### src/hdl/kronecker_leverage_row_sampler_macros.svh
// ----------------------------------------------------------------------------
// Assertion macros for the Kronecker leverage row sampler
// Shared concurrent assertion forms used by the RTL files of the block.
// ----------------------------------------------------------------------------
`ifndef KRONECKER_LEVERAGE_ROW_SAMPLER_MACROS_SVH
`define KRONECKER_LEVERAGE_ROW_SAMPLER_MACROS_SVH

// The consequence must hold in the same cycle as the antecedent.
`define KLRS_ASSERT_NOW(label, clk, rst_n, ante, cons) \
  label: assert property (@(posedge clk) disable iff (!rst_n) (ante) |-> (cons)) \
    else $error("assertion failed in same cycle");

// The consequence must hold in the cycle after the antecedent.
`define KLRS_ASSERT_NEXT(label, clk, rst_n, ante, cons) \
  label: assert property (@(posedge clk) disable iff (!rst_n) (ante) |=> (cons)) \
    else $error("assertion failed in next cycle");

`endif

### src/hdl/klrs_pkg.sv
// ----------------------------------------------------------------------------
// klrs_pkg
// Types and constants shared by the Kronecker leverage row sampler.
// ----------------------------------------------------------------------------
package klrs_pkg;

  localparam int NUM_FACTORS  = 4;
  localparam int FACT_BITS    = 2;
  localparam int ROW_BITS     = 10;
  localparam int MAX_ROWS     = 1024;
  localparam int ROWCNT_BITS  = 11;
  localparam int FRAC_BITS    = 32;
  localparam int MASS_BITS    = 48;
  localparam int DROWS_BITS   = 21;
  localparam int RIDGE_BITS   = 20;
  localparam int NFC_BITS     = 3;
  localparam int Z_BITS       = 49;
  localparam int CFG_IDX_BITS = 3;
  localparam int CFG_DATA_BITS = 48;
  localparam int DIV_TOP      = FRAC_BITS + 16;

  typedef enum logic [CFG_IDX_BITS-1:0] {
    REG_ORIGINAL_MASS  = 3'd0,
    REG_AUGMENTED_ROWS = 3'd1,
    REG_FACTOR_COUNT   = 3'd2,
    REG_ROWS_A         = 3'd3,
    REG_ROWS_B         = 3'd4,
    REG_ROWS_C         = 3'd5,
    REG_ROWS_D         = 3'd6
  } cfg_reg_t;

  typedef struct packed {
    logic                   start;
    logic [FRAC_BITS-1:0]   uniform;
    logic [ROWCNT_BITS-1:0] rows;
  } lane_cmd_t;

  typedef struct packed {
    logic                 busy;
    logic [ROW_BITS-1:0]  idx;
    logic [FRAC_BITS-1:0] step;
  } lane_status_t;

endpackage

### src/hdl/klrs_div.sv
// ----------------------------------------------------------------------------
// klrs_div
// Bit-serial restoring divider giving floor(2^48 / z), saturated to 32 bits.
// ----------------------------------------------------------------------------
module klrs_div (
  input  logic                            clk,
  input  logic                            rst_n,
  input  logic                            start,
  input  logic [klrs_pkg::Z_BITS-1:0]     z,
  output logic                            busy,
  output logic [klrs_pkg::FRAC_BITS-1:0]  quot
);

  localparam int CNT_BITS = $clog2(klrs_pkg::DIV_TOP + 1);

  logic                            busy_r;
  logic [CNT_BITS-1:0]             cnt_r;
  logic [klrs_pkg::Z_BITS-1:0]     z_r, rem_r;
  logic [klrs_pkg::FRAC_BITS:0]    q_r;
  logic [klrs_pkg::Z_BITS:0]       trial;
  logic                            qbit;

  assign trial = {rem_r, (cnt_r == CNT_BITS'(klrs_pkg::DIV_TOP))};
  assign qbit  = (trial >= {1'b0, z_r});

  always_ff @(posedge clk) begin
    if (!rst_n) begin
      busy_r <= 1'b0;
    end else if (start) begin
      busy_r <= 1'b1;
      cnt_r  <= CNT_BITS'(klrs_pkg::DIV_TOP);
      z_r    <= z;
      rem_r  <= '0;
      q_r    <= '0;
    end else if (busy_r) begin
      rem_r <= qbit ? klrs_pkg::Z_BITS'(trial - {1'b0, z_r})
                    : trial[klrs_pkg::Z_BITS-1:0];
      q_r   <= {q_r[klrs_pkg::FRAC_BITS-1:0], qbit};
      cnt_r <= cnt_r - 1'b1;
      if (cnt_r == '0) begin
        busy_r <= 1'b0;
      end
    end
  end

  assign busy = busy_r;
  assign quot = q_r[klrs_pkg::FRAC_BITS] ? '1 : q_r[klrs_pkg::FRAC_BITS-1:0];

endmodule

### config.mk
export PLATFORM = sky130hd
export DESIGN_NAME = klrs_div
export DESIGN_NICKNAME = d
export VERILOG_FILES = /design/src/hdl/kronecker_leverage_row_sampler_macros.svh /design/src/hdl/klrs_pkg.sv /design/src/hdl/klrs_div.sv
export SDC_FILE = /design/constraint.sdc
export NUM_CORES = 1
export LEC_CHECK = 0
export BUFFER_PORTS_ARGS = -buffer_cell sky130_fd_sc_hd__buf_2
export CORE_MARGIN = 4
export CORE_UTILIZATION = 35
export CTS_CLUSTER_SIZE = 12
export DETAILED_ROUTE_END_ITERATION = 12
export GPL_ROUTABILITY_DRIVEN = 0
export HOLD_SLACK_MARGIN = 0.05
export SLEW_MARGIN = 20
export SYNTH_ARGS = -nofsm -noshare
export SYNTH_HDL_FRONTEND = slang
export SYNTH_SLANG_ARGS = --single-unit
### constraint.sdc
create_clock -name clk -period 4.3 [get_ports clk]
set_clock_uncertainty 0.15 [all_clocks]
set_input_delay 0.645 -clock clk [delete_from_list [all_inputs] [get_ports clk]]
set_output_delay 0.645 -clock clk [all_outputs]
set_load 0.01 [all_outputs]
### Word level (Yosys, flattened, before mapping)

Index checks and enable logic that the tools add are counted.

* register bits: 138
* logic and storage cells: 21
* input bits: 52

* $add $sub $neg: 2
* reduce and logical (&&, ||, !) cells: 4
* mux-type cells: 8
* equality and inequality tests: 1
* order comparisons: 1

Operators by type and width (number)
* 49-bit 2-to-1 mux: 2
* 50-bit by 49-bit greater-or-equal comparator with 1-bit output: 1
* 49-bit subtractor: 1
* 33-bit 2-to-1 mux: 1
* 32-bit 2-to-1 mux: 1
* 6-bit == test, second input constant: 1
* 6-bit zero test: 1
* 6-bit 2-to-1 mux: 1
* 6-bit by 1-bit subtractor with 6-bit output, second input constant: 1
* 2-bit AND reduction: 2
* 1-bit 2-to-1 mux: 3
* 2-bit nonzero test: 1

### Longest topological paths before layout

Gate-level depths: netlist of run 1.

* depth in word-level cells: 4
* mapped depth: 18
* depth with buffers taken out: 17

### Least setup slack after synthesis of run 1

Ideal clock, no wire load.

* path type: flip-flop to flip-flop
* start point: reg cnt_r[0]
* end point: reg rem_r[47] (netlist bit), data pin
* data arrival time: 3.220 ns
* slack: 0.662 ns
* cell stages (with the launch flop): 19
* required time: 3.882 ns
* cell sequence: edfxtp_1 inv_1 ha_1 and2_1 nand3_1 ha_1 inv_1 fa_1 a211oi_4 o21ai_2 a22oi_4 o211ai_4 a2111oi_4 o21a_1 buf_6 buf_12 nor3_1 mux2i_1 o311ai_1

* longest elaborated chain between the ends: 4

RTL lines
* start, declared: line klrs_div.sv:17 `logic [CNT_BITS-1:0] cnt_r;`
* start signal, assigned: line klrs_div.sv:31 `cnt_r <= CNT_BITS'(klrs_pkg::DIV_TOP);`
* start signal, assigned: line klrs_div.sv:39 `cnt_r <= cnt_r - 1'b1;`
* 6-bit == test (*): line klrs_div.sv:23 `assign trial = {rem_r, (cnt_r == CNT_BITS'(klrs_pkg::DIV_TOP))};`
* 49-bit subtractor / 50-bit by 49-bit greater-or-equal comparator with 1-bit output (equally long branches): line klrs_div.sv:36, klrs_div.sv:24
* 49-bit 2-to-1 mux (*): line klrs_div.sv:36 `rem_r <= qbit ? klrs_pkg::Z_BITS'(trial - {1'b0, z_r})`
* 49-bit 2-to-1 mux (*): line klrs_div.sv:35 `end else if (busy_r) begin`
* end signal, assigned: line klrs_div.sv:36
* end, declared: line klrs_div.sv:18 `logic [klrs_pkg::Z_BITS-1:0] z_r, rem_r;`

Mark *: on every way between the ends. The rest lies on a longest branch, timed or not. The select of a mux whose other input is x is not followed.
A chain may end at the register's enable or synchronous reset.

### Worst setup path after layout of run 1

* start point: reg cnt_r[0]
* end point: reg rem_r[10] (netlist bit), data pin

The elaborated chain is that of the path after synthesis.

==> results.md, run 1 <==
- Status: completed
- Cell total after placement: 1253
- Flip-flop cell with the highest count after synthesis: sky130_fd_sc_hd__edfxtp_1
- Number of vias per cell after detailed routing: 5.121
- Number of antenna violations at the first check in global routing: 0
- Critical Path End Type: flip-flop
- Critical path data arrival time: 4060 ps
- Clock latency reported for the late side of the worst-skew pair: 430 ps
- EDFF count, synth: 137
- Distinct cell type count of the synthesized netlist: 77
- Worst Slack Setup Final: between 200 and 300 ps
- WP data required: approximately 4300 ps
- Fraction of layout instances using a drive strength above 1: 0.2258
- Maximum net fanout on the critical path: 8
- Initial DRC count: 299
- Number of global-route vias before repair: 6561
- Cell count after synthesis: between 800 and 900
- Total wirelength of the detailed-routed design: between 20000 and 25000 microns
- Clock tree from TritonCTS: built
- Areal power density over the cells: 439.6 nW/um^2
- Number of warnings reported in the yosys synthesis log: 0
- Min Clock Period, post-route: just over 4000 ps
- Sum of negative setup slack: 0 ps
- Fraction of power spent switching nets: 0.3037
- Total Die Area: 28030 sq um
- Final cell utilization of the core: 0.4094
- Worst IR drop on VDD: 201.3 uV
- Site row count: between 50 and 60
- X dimension of the die: between 150 and 200 microns
- Max Transition Viols Final: 0
- Lkg Pwr: 4.166 nW
- Final period utilization: 0.9397
- Number of remaining DRC errors: 0
- Pre-Repair DR Iteration Count: 4
- Number of buffers inserted by hold repair at cts: 0
- Post-synth top area cell: sky130_fd_sc_hd__edfxtp_1
- Number of standard cells in the layout, taps in and fillers out: 1291
- Max transition margin: 0.3857
- Library cell with the highest instance count after synthesis: sky130_fd_sc_hd__edfxtp_1
- Area used by multi-input combinational logic: 4303 sq um
- Port Buf Inserts: 84
- First-pass GRT wire length: 33890 microns
- Number of hold violations in the final report: 0
- Detailed placer's ending HPWL: 14510 microns
- Layout-stage area growth over the synthesis result: 15.57%
- Routed via count: about 6600
- Die Height: 167.4 microns
- Sequential cell area: 4134 sq um
- Area of the core: 25110 sq um
- Filler Cell Count: approximately 2500
- Class of the most critical setup path: reg2reg
- Antenna-violating nets left: 0
- Max cap viols: 0
- Setup violation total in the final timing report: 0
- Overall routing resource usage: 0.1476
- Flip-flop and latch count after synthesis: between 100 and 150
- Worst slack after detailed placement: 179.1 ps
- RSZ-0062 raised after global routing: no
- Switching power summed over all nets: 1.372 mW
- Number of diodes added for antenna fixing: 0
- Upper clock frequency limit: around 0.25 GHz
- Clk Tree Root Cell: sky130_fd_sc_hd__clkbuf_16
- H-tree depth reported by CTS: 4
- TritonCTS sink count: 138
- Post-synthesis net count: 976
- Maximum number of buffers from clock root to sink: 2
- Worst min-delay path class: in2reg
- Area share of the largest cell type after synthesis: 0.4625
- Maximum number of pins on one net before global-route repair: 63
- Asr flop ratio synth: 0
- Portion of the post-synthesis area used by sequential elements: 0.4648
- CTS buffer count: 17
- Transition time at the pin with the least slew margin: 921.5 ps
- Mapped cell area: ~8900 sq um
- Biggest area contributors in the synthesized netlist: sky130_fd_sc_hd__edfxtp_1 46%, sky130_fd_sc_hd__ha_1 7.2%, sky130_fd_sc_hd__a21oi_1 3.8%
- Cell-internal power: around 3.1 mW
- Remaining global-route overflow: 0
- Share of power burned in the clock network: 0.363
- Clock Pin Slew Worst Setup and Hold Paths: 70 ps
- Top-Level Pins: 85
- Initial cell density of the core: 0.3542
- Drt wl/cell: 15.87 microns
- Top cell types by occurrence after synthesis: 137 x sky130_fd_sc_hd__edfxtp_1, 75 x sky130_fd_sc_hd__nand2_1, 67 x sky130_fd_sc_hd__a21oi_1
- Number of nets in the layout: 1053
- Combinational share of power: 0.265
- Proportion of power drawn by flip-flops and latches: 0.372
- Syn avg cell area: 10.20 sq um
- Sort of element at the start of the critical path: flip-flop
## state kept, by name, indices dropped and copies added (netlist names)
name,count
q_r,33
z_r,49
busy,1
rem_r,49
cnt_r,6
## cell usage in the layout (no fill, tap or decap), types with 33 or more instances in the layout
| cell type | n |
|---|---|
| sky130_fd_sc_hd__a21o_1 | 33 |
| sky130_fd_sc_hd__a21oi_1 | 67 |
| sky130_fd_sc_hd__buf_2 | 83 |
| sky130_fd_sc_hd__edfxtp_1 | 137 |
| sky130_fd_sc_hd__ha_1 | 51 |
| sky130_fd_sc_hd__inv_1 | 62 |
| sky130_fd_sc_hd__nand2_1 | 75 |
| sky130_fd_sc_hd__nor2_1 | 48 |
| sky130_fd_sc_hd__nor2b_1 | 42 |
| sky130_fd_sc_hd__or2_2 | 33 |
## cell type report
type                       count  share of cell area
multi-input combinational    629              0.4186
sequential                   138              0.4021
timing repair buffer         101             0.05392
clock buffer                  18             0.04175
tap                          330             0.04017
inverter                      62             0.02264
clock inverter                13             0.02081
## cell families (layout without fill, tap and decap cells)
logic type	after synthesis	count (layout)	synth area share
xor gates and xnor gates	37	37	0.03643
buffers and inverters	105	194	0.05387
muxes	1	1	0.001125
AOI/OAI and AO/OA	238	238	0.1937
and+or+nand+nor	301	301	0.1761
adders and majority gates	52	52	0.07399
DFF	138	138	0.4648
## power by group through the flow
stage	combinational [mW]	sequential [mW]	clock, mW
2_1_floorplan	0.938	1.69	0
3_3_place_gp	1.17	1.71	0
3_5_place_dp	1.17	1.71	0
4_1_cts	1.18	1.68	1.67
5_1_grt	1.34	1.70	1.73
6_report	1.20	1.68	1.64
## path summary, 6_finish.rpt
check	start	to	slack, ps	cells after the start
worst max-delay path	cnt_r[0]$_SDFFCE_PP0P_	rem_r[10]$_SDFFCE_PP0P_	260	17
worst min-delay path	z[7]	z_r[7]$_DFFE_PP_	240	1
worst max register to register	cnt_r[0]$_SDFFCE_PP0P_	rem_r[10]$_SDFFCE_PP0P_	260	17
worst min register to register	q_r[10]$_SDFFCE_PP0P_	q_r[11]$_SDFFCE_PP0P_	410	1
## per-layer routing
metal	track usage	share of wire
met1	0.2103	0.50
met2	0.2268	0.45
met3	0.02691	0.028
met4	0.05116	0.017
met5	0	0
## critical path: stages (launching register included)
cell and delay [ps]:
sky130_fd_sc_hd__edfxtp_1 370, sky130_fd_sc_hd__inv_1 70, sky130_fd_sc_hd__ha_1 190, sky130_fd_sc_hd__and2_1 140, sky130_fd_sc_hd__nand3_1 90, sky130_fd_sc_hd__ha_1 170, sky130_fd_sc_hd__inv_1 60, sky130_fd_sc_hd__fa_1 460
sky130_fd_sc_hd__a211oi_4 320, sky130_fd_sc_hd__o21ai_2 110, sky130_fd_sc_hd__a22oi_4 210, sky130_fd_sc_hd__o211ai_4 130, sky130_fd_sc_hd__a2111oi_4 350, sky130_fd_sc_hd__buf_4 190, sky130_fd_sc_hd__o21a_2 170, sky130_fd_sc_hd__buf_4 180
sky130_fd_sc_hd__nor4_1 70, sky130_fd_sc_hd__a311o_1 350
## through the flow
stage	hold WS, ps	power (mW)	area [sq um]
6_report	236.2	4.519	10280
5_1_grt	216.7	4.768	10280
4_1_cts	217.8	4.540	10220
3_5_place_dp	389.7	2.882	9580
3_3_place_gp	381.9	2.873	9580
2_1_floorplan	377.1	2.629	8895
## timing repair
item	CTS	global route
buffers inserted	0	7
resized for setup	0	1
endpoints found under the setup margin	0	15
No activity file was read; power rests on OpenSTA's default activity.
==> run 2: changes to the inputs <==
--- a/config.mk
+++ b/config.mk
@@ -6,6 +6,7 @@
 export NUM_CORES = 1
 export LEC_CHECK = 0
 export BUFFER_PORTS_ARGS = -buffer_cell sky130_fd_sc_hd__buf_2
+export CORE_ASPECT_RATIO = 1.4
 export CORE_MARGIN = 4
 export CORE_UTILIZATION = 35
 export CTS_CLUSTER_SIZE = 12
==> run 2 against run 1 <==
Compared with the run above: non-clock buffer count fell by 7; register-to-register slack improved by 80 ps; largest power group unchanged; clock-buffer cell count rose by 1; critical path depth did not move.
==> results.md, run 2 (synthesis results as in run 1) <==
- Number of cells on the worst hold path: 1 (unchanged)
- Max cap viols: 0 (unchanged)
- First-pass GRT wire length: 33440 microns (was 33890 microns)
- TritonCTS sink count: 138 (unchanged)
- Hold_sp: z[5] (was z[7])
- Lkg Pwr: 4.127 nW (was 4.166 nW)
- CTS buffer count: 17 (unchanged)
- Setup violation total in the final timing report: 0 (unchanged)
- Site row count: 68 (was 58)
- Maximum number of pins on one net before global-route repair: 63 (unchanged)
- Post-Route Hold Slack: 229.2 ps (was 236.2 ps)
- End of the worst register-to-register path: rem_r[4]$_SDFFCE_PP0P_ (was rem_r[10]$_SDFFCE_PP0P_)
- Worst Hold End: z_r[5]$_DFFE_PP_ (was z_r[7]$_DFFE_PP_)
- Filler Cell Count: 2483 (was 2528)
- Worst min-delay path class: in2reg (unchanged)
- Port Buf Inserts: 84 (unchanged)
- Clk Tree Root Cell: sky130_fd_sc_hd__clkbuf_16 (unchanged)
- Antenna-violating nets left: 0 (unchanged)
- Initial DRC count: 394 (was 299)
- Drt wl/cell: 16.26 microns (was 15.87 microns)
- Number of global-route vias before repair: 6656 (was 6561)
- RSZ-0062 raised after global routing: no (unchanged)
- Top Registers: rem_r x49, z_r x49, q_r x33 (unchanged)
- Layout-stage area growth over the synthesis result: 14.63% (was 15.57%)
- Routed via count: 6606 (was 6611)
- Worst reg2reg startpoint: cnt_r[0]$_SDFFCE_PP0P_ (unchanged)
- Maximum number of buffers from clock root to sink: 2 (unchanged)
- Overall routing resource usage: 0.1490 (was 0.1476)
- Proportion of power drawn by flip-flops and latches: 0.378 (was 0.372)
- Reg2reg path depth: 17 (unchanged)
- WP data required: 4300 ps (was 4320 ps)
- Number of diodes added for antenna fixing: 0 (unchanged)
- Combinational share of power: 0.268 (was 0.265)
- Post-DP Area: 9574 sq um (was 9580 sq um)
- Initial cell density of the core: 0.3580 (was 0.3542)
- Max Transition Viols Final: 0 (unchanged)
- Die Height: 196.6 microns (was 167.4 microns)
- Sum of negative setup slack: 0 ps (unchanged)
- Share of power burned in the clock network: 0.354 (was 0.363)
- Total Die Area: 28060 sq um (was 28030 sq um)
- Total wirelength of the detailed-routed design: 20650 microns (was 20480 microns)
- Count of buffers added by post-CTS timing repair for setup: 0 (unchanged)
- Most common cell after layout, fill and taps aside: sky130_fd_sc_hd__edfxtp_1 (unchanged)
- Final period utilization: 0.9206 (was 0.9397)
- Fraction of layout instances using a drive strength above 1: 0.2199 (was 0.2258)
- Switching power summed over all nets: 1.367 mW (was 1.372 mW)
- Number of hold violations in the final report: 0 (unchanged)
- Clock latency reported for the late side of the worst-skew pair: 440 ps (was 430 ps)
- Status: completed (unchanged)
- Detailed placer's ending HPWL: 14980 microns (was 14510 microns)
- Worst Slack Setup Final: 341.6 ps (was 259.2 ps)
- Number of vias per cell after detailed routing: 5.202 (was 5.121)
- Transition time at the pin with the least slew margin: 840.8 ps (was 921.5 ps)
- Clock tree from TritonCTS: built (unchanged)
- Critical Path End Type: flip-flop (unchanged)
- Top library cells by usage in the layout, fill and taps aside: 137 x sky130_fd_sc_hd__edfxtp_1, 83 x sky130_fd_sc_hd__buf_2, 75 x sky130_fd_sc_hd__nand2_1 (unchanged)
- Number of nets in the layout: 1046 (was 1053)
- Fraction of power spent switching nets: 0.3074 (was 0.3037)
- Finished layout cell area: 10200 sq um (was 10280 sq um)
- Max transition margin: 0.4395 (was 0.3857)
- Remaining global-route overflow: 0 (unchanged)
- Number of remaining DRC errors: 0 (unchanged)
- Clock Pin Slew Worst Setup and Hold Paths: 60 ps (was 70 ps)
- X dimension of the die: 142.7 microns (was 167.4 microns)
- Maximum net fanout on the critical path: 23 (was 8)
- Pre-Repair DR Iteration Count: 5 (was 4)
- Area of the core: 24840 sq um (was 25110 sq um)
- Worst IR drop on VDD: 301.1 uV (was 201.3 uV)
- Critical path data arrival time: 3960 ps (was 4060 ps)
- Sort of element at the start of the critical path: flip-flop (unchanged)
- Min Clock Period, post-route: 3958 ps (was 4041 ps)
- Cell-internal power: 3.080 mW (was 3.146 mW)
- Setup slack on the worst flop-to-flop path: 340 ps (was 260 ps)
- Top-Level Pins: 85 (unchanged)
- Upper clock frequency limit: 0.2526 GHz (was 0.2475 GHz)
- Number of antenna violations at the first check in global routing: 0 (unchanged)
- Areal power density over the cells: 436.1 nW/um^2 (was 439.6 nW/um^2)
- Class of the most critical setup path: reg2reg (unchanged)
- Cell total after placement: 1238 (was 1253)
- Worst slack after detailed placement: 313.1 ps (was 179.1 ps)
- Number of buffers inserted by hold repair at cts: 0 (unchanged)
- H-tree depth reported by CTS: 4 (unchanged)
- Resized cells post-CTS: 0 (unchanged)
- Number of standard cells in the layout, taps in and fillers out: 1270 (was 1291)
run 2: routing by layer:
layer / up-vias / part of all wire / wire length [microns] / GRT usage
li1: 3307 / - / - / -
met1: 3146 / 0.43 / 8922 / 0.1768
met2: 123 / 0.51 / 10620 / 0.2624
met3: 30 / 0.031 / 641 / 0.02961
met4: 0 / 0.023 / 468 / 0.05918
met5: - / 0 / 0 / 0
run 2: worst max-delay path, stage by stage (launching register included):
cell,delay (ps)
sky130_fd_sc_hd__edfxtp_1,370
sky130_fd_sc_hd__inv_1,70
sky130_fd_sc_hd__ha_1,180
sky130_fd_sc_hd__and2_1,140
sky130_fd_sc_hd__nand3_1,100
sky130_fd_sc_hd__ha_1,170
sky130_fd_sc_hd__inv_1,50
sky130_fd_sc_hd__fa_1,450
sky130_fd_sc_hd__a211oi_4,320
sky130_fd_sc_hd__o21ai_2,120
sky130_fd_sc_hd__a22oi_4,220
sky130_fd_sc_hd__o211ai_4,140
sky130_fd_sc_hd__a2111oi_4,340
sky130_fd_sc_hd__buf_4,200
sky130_fd_sc_hd__o21ai_4,140
sky130_fd_sc_hd__buf_4,280
sky130_fd_sc_hd__o211ai_1,140
sky130_fd_sc_hd__a21oi_2,70
run 2: power groups by stage:
stage | sequential, mW | clock, mW | combinational, mW
CTS | 1.68 | 1.62 | 1.20
detailed placement | 1.71 | 0 | 1.19
global route | 1.69 | 1.67 | 1.33
global placement | 1.71 | 0 | 1.18
finish | 1.68 | 1.58 | 1.19
floorplan | 1.69 | 0 | 0.938
run 2: metrics by stage:
stage               power, mW    util
finish                  4.447  0.4104
global route            4.691  0.4104
CTS                     4.496  0.4104
detailed placement      2.896  0.3854
global placement        2.885  0.3854
floorplan               2.629       -
run 2: worst max path at each step:
| stage | start | to | slack, ps | depth (start not counted) |
|---|---|---|---|---|
| final | cnt_r[0]$_SDFFCE_PP0P_ | rem_r[4]$_SDFFCE_PP0P_ | 340 | 17 |
| after global routing | cnt_r[0]$_SDFFCE_PP0P_ | rem_r[47]$_SDFFCE_PP0P_ | 100 | 16 |
| after CTS | cnt_r[0]$_SDFFCE_PP0P_ | rem_r[4]$_SDFFCE_PP0P_ | 320 | 17 |
| after detailed placement | cnt_r[0]$_SDFFCE_PP0P_ | rem_r[4]$_SDFFCE_PP0P_ | 310 | 17 |
| after global placement | cnt_r[0]$_SDFFCE_PP0P_ | rem_r[4]$_SDFFCE_PP0P_ | 420 | 17 |
| after floorplan | cnt_r[0]$_SDFFCE_PP0P_ | rem_r[47]$_SDFFCE_PP0P_ | 660 | 18 |
run 2: final cells by class:
| cell class | count | area (sq um) | area share |
|---|---|---|---|
| Timing Repair Buffer | 94 | 510.5 | 0.05007 |
| Inverter | 62 | 232.7 | 0.02282 |
| Multi-Input combinational cell | 629 | 4303 | 0.4220 |
| Sequential cell | 138 | 4134 | 0.4054 |
| Clock inverter | 13 | 188.9 | 0.01853 |
| Clock buffer | 19 | 432.9 | 0.04246 |
| Tap cell | 315 | 394.1 | 0.03866 |
